File: config.mk
export PLATFORM = sky130hd
export DESIGN_NAME = tafc_divider
export DESIGN_NICKNAME = d
export VERILOG_FILES = /design/src/rtl/tafc_divider.sv
export SDC_FILE = /design/constraint.sdc
export NUM_CORES = 1
export LEC_CHECK = 0
export BUFFER_PORTS_ARGS = -buffer_cell sky130_fd_sc_hd__buf_2
export CAP_MARGIN = 20
export CORE_UTILIZATION = 50
export CTS_CLUSTER_DIAMETER = 80
export CTS_CLUSTER_SIZE = 20
export DETAILED_ROUTE_END_ITERATION = 8
export HOLD_SLACK_MARGIN = 0.06
export PLACE_DENSITY_LB_ADDON = 0.12
export SLEW_MARGIN = 40
export SYNTH_ARGS = -nofsm -noshare
export SYNTH_HDL_FRONTEND = slang
export SYNTH_SLANG_ARGS = --single-unit
File: constraint.sdc
create_clock -name clk -period 4.8 [get_ports clk]
set_input_delay 0.48 -clock clk [delete_from_list [all_inputs] [get_ports clk]]
set_output_delay 0.48 -clock clk [all_outputs]
set_load 0.01 [all_outputs]
File: src/rtl/tafc_divider.sv
`default_nettype none
// ----------------------------------------------------------------------------
// tafc_divider: shared restoring divider
// 64-bit numerator over 64-bit denominator, one quotient bit per cycle.
// ----------------------------------------------------------------------------
module tafc_divider (
    input  wire logic        clk,
    input  wire logic        rst_n,
    input  wire logic        start,
    input  wire logic [63:0] numer,
    input  wire logic [63:0] denom,
    output logic             done,
    output logic [63:0]      quot
);
    logic [63:0] q_reg;
    logic [64:0] r_reg;
    logic [63:0] d_reg;
    logic [6:0]  cnt_reg;
    logic        run_reg;
    logic [64:0] trial;

    assign trial = {r_reg[63:0], q_reg[63]};
    assign quot  = q_reg;

    always_ff @(posedge clk or negedge rst_n)
    begin
        if (!rst_n)
        begin
            run_reg <= 1'b0;
            done    <= 1'b0;
            cnt_reg <= '0;
        end
        else
        begin
            done <= 1'b0;
            if (start)
            begin
                q_reg   <= numer;
                r_reg   <= '0;
                d_reg   <= denom;
                cnt_reg <= 7'd64;
                run_reg <= 1'b1;
            end
            else if (run_reg)
            begin
                if (trial >= {1'b0, d_reg})
                begin
                    r_reg <= trial - {1'b0, d_reg};
                    q_reg <= {q_reg[62:0], 1'b1};
                end
                else
                begin
                    r_reg <= trial;
                    q_reg <= {q_reg[62:0], 1'b0};
                end
                cnt_reg <= cnt_reg - 7'd1;
                if (cnt_reg == 7'd1)
                begin
                    run_reg <= 1'b0;
                    done    <= 1'b1;
                end
            end
        end
    end
endmodule
`default_nettype wire

==> out/metrics.yaml <==
cp_slowest_cell: "or3_2"
path_max_fanout: 14
holdWs_ps: 140
crit_top_cell: "a211oi_2"
drive_gt1_frac: 0.223
place_congestion: 0.906
synth-seq-cells: 201
hold_buffers: 1
fin_crit_sh: 0.830
htree_levels: 1
syn-instance-count: 1261
hold_viol: 0
final_common_cell: "buf_2"
p_comb_frac: 0.372
switching_share: 0.356
required_ps: 5020
cp.arrival_ps: 4210
finalClockSkew_ps: 24.6
cts_resized: 0
p_seq_frac: 0.406
drt-total-wl_um: 30800
ctsRootBufferMaster: "clkbuf_16"
critPathMaxStageDelay_ps: 610
cp_num_buf_inv: 1
initial_core_util: 0.508
layout_min_cycle_time_ps: 3980
wl_per_cell_um: 17.6
tns_ps: 0
cts.clk_slew.worst_paths_ps: 80
p_int_uw: 3730
max_freq_mhz: 251
cts_setup_buffers: 0
start_kind: "flip-flop"
grt_use_total: 0.237
grt_antenna_before_repair: 2
synthArstFlopShare: 0.0448
dr.pass1.iters: 5
hpwl_um: 22100
grt_overflow: 0
outcome: "completed"
netSwitchingPower_uw: 2060
antenna_cells: 0
crit_family: "compound AO/OA/AOI/OAI gates"
dp_slack_ps: 866
rsz0062_at_grt: "no"
fin_nets: 1608
path_class: "flip-flop to flip-flop"
numCtsBuffers: 16
grt_pass1_wl_um: 49600
port-buffer-count: 195
synth_top_area_frac: 0.452
yosys.area.top_type: "edfxtp_1"
synth_edf_count: 192
ctsLongestPathBuffers: 3
drt_iter0_drc: 593
synth_warnings: 0
hold_class: "input pin to flip-flop"
clkPwrFrac: 0.222
dieArea_um2: 26100
final_cell_mix: "194 x buf_2, 192 x edfxtp_1, 131 x nor2_1"
vias: 10000
die_w_um: 162
cts_num_sinks: 201
placementRows: 58
io_pins: 196
tightest_slew_ps: 746
synthesis.nets: 1459
worst_slack_ps: 815
irDropWorstVdd_mv: 0.277
ant_nets: 0
p_leak_uw: 0.00601
finalSetupViolations: 0
insertion_delay_ps: 510
relSlewSlack: 0.503
drv_cap: 0
core_region_area_um2: 25100
path_cells: "ha_1 -> a21oi_1 -> o211ai_1 -> a41o_1 -> a211oi_2 -> a211o_2 -> a211oi_2 -> or3_2 -> buf_4 -> mux2_1 -> mux2i_1 -> nor2_1"
grt_pass1_vias: 9520
maxSlewViolCount: 0
die_h_um: 162
cts_tree: "built"
drcViolationCount: 0
pwr_density_cell_nw_per_um2: 401
via_per_inst: 5.74
synthTopCellsByArea: "edfxtp_1 45%, ha_1 6.5%, mux2_2 5.9%"
grt_max_degree: 108
ys_seq_area_frac: 0.470
ys_types: 79
synthesis.area_um2: 12700
synth_flop_cell: "edfxtp_1"
syn_area_per_cell_um2: 10.1
end_kind: "flip-flop"
syn_to_final_growth_pct: 13.2
[power by group through the flow]
stage	registers [µW]	clock network, µW	logic, µW
global route	2380	1380	2390
finish	2350	1280	2150
global placement	2380	0	2110
floorplan	2370	0	1620
CTS	2350	1320	2140
detailed placement	2380	0	2130
[cell usage after synthesis (15+ instances only)]
master / count
a211oi_1: 39
a21o_1: 35
a21oi_1: 120
a311oi_1: 15
clkbuf_1: 59
edfxtp_1: 192
ha_1: 66
inv_1: 85
mux2_2: 67
mux2i_1: 16
nand2_1: 101
nand3_1: 16
nand4_1: 23
nor2_1: 131
o21ai_0: 53
xnor2_1: 28
xor2_1: 27
[stage by stage]
stage | power [µW] | instances | utilization | cell area [µm²]
floorplan | 3990 | 1261 | - | 12700
global placement | 4500 | 1721 | 0.555 | 13900
detailed placement | 4520 | 1721 | 0.555 | 13900
CTS | 5820 | 1747 | 0.574 | 14400
global route | 6150 | 1747 | 0.574 | 14400
finish | 5790 | 1747 | 0.574 | 14400
[final cells by class]
type                       count  area [µm²]
timing repair buffer         208        1100
tap                          330         413
multi-input combinational    896        6110
fill                        2253       10700
clock inverter                 7        65.1
clock buffer                  18         408
inverter                      87         327
sequential                   201        5990
[worst reg2reg max path, stage by stage (launching register included)]
cell      delay [ps]
edfxtp_1         420
ha_1             390
a21oi_1          290
o211ai_1         150
a41o_1           280
a211oi_2         400
a211o_2          260
a211oi_2         100
or3_2            610
buf_4            260
mux2_1           330
mux2i_1          150
nor2_1            60
[per-layer routing]
metal / share of wire / routed length (µm) / GRT usage
met1: 0.46 / 14200 / 0.332
met2: 0.45 / 13700 / 0.376
met3: 0.072 / 2210 / 0.0485
met4: 0.019 / 583 / 0.0575
met5: 0.00075 / 23 / 0
[cells by family after synthesis]
kind of cell	count (synthesis)	share of synthesized area
AO/OA/AOI/OAI	345	0.176
XOR/XNOR	55	0.0378
adder cells (fa/ha/maj)	67	0.0663
buffers and inverters	164	0.0512
flip-flops	201	0.470
multiplexers	87	0.0753
AND/OR/NAND/NOR	342	0.124
[final timing paths]
path / start / to / slack [ps] / cells after the start
setup / recovery: r_reg[5]$_SDFFCE_PP0P_ / r_reg[27]$_SDFFCE_PP0P_ / 820 / 12
hold / removal: denom[59] / d_reg[59]$_DFFE_PP_ / 140 / 1
setup reg to reg: r_reg[5]$_SDFFCE_PP0P_ / r_reg[27]$_SDFFCE_PP0P_ / 820 / 12
hold reg to reg: cnt_reg[6]$_DFFE_PN0N_ / cnt_reg[6]$_DFFE_PN0N_ / 530 / 2
max in group asynchronous: rst_n / run_reg$_DFF_PN0_ / 3000 / 3
min in group asynchronous: rst_n / cnt_reg[5]$_DFFE_PN0N_ / 580 / 2
No activity file was read; power rests on OpenSTA's default activity.
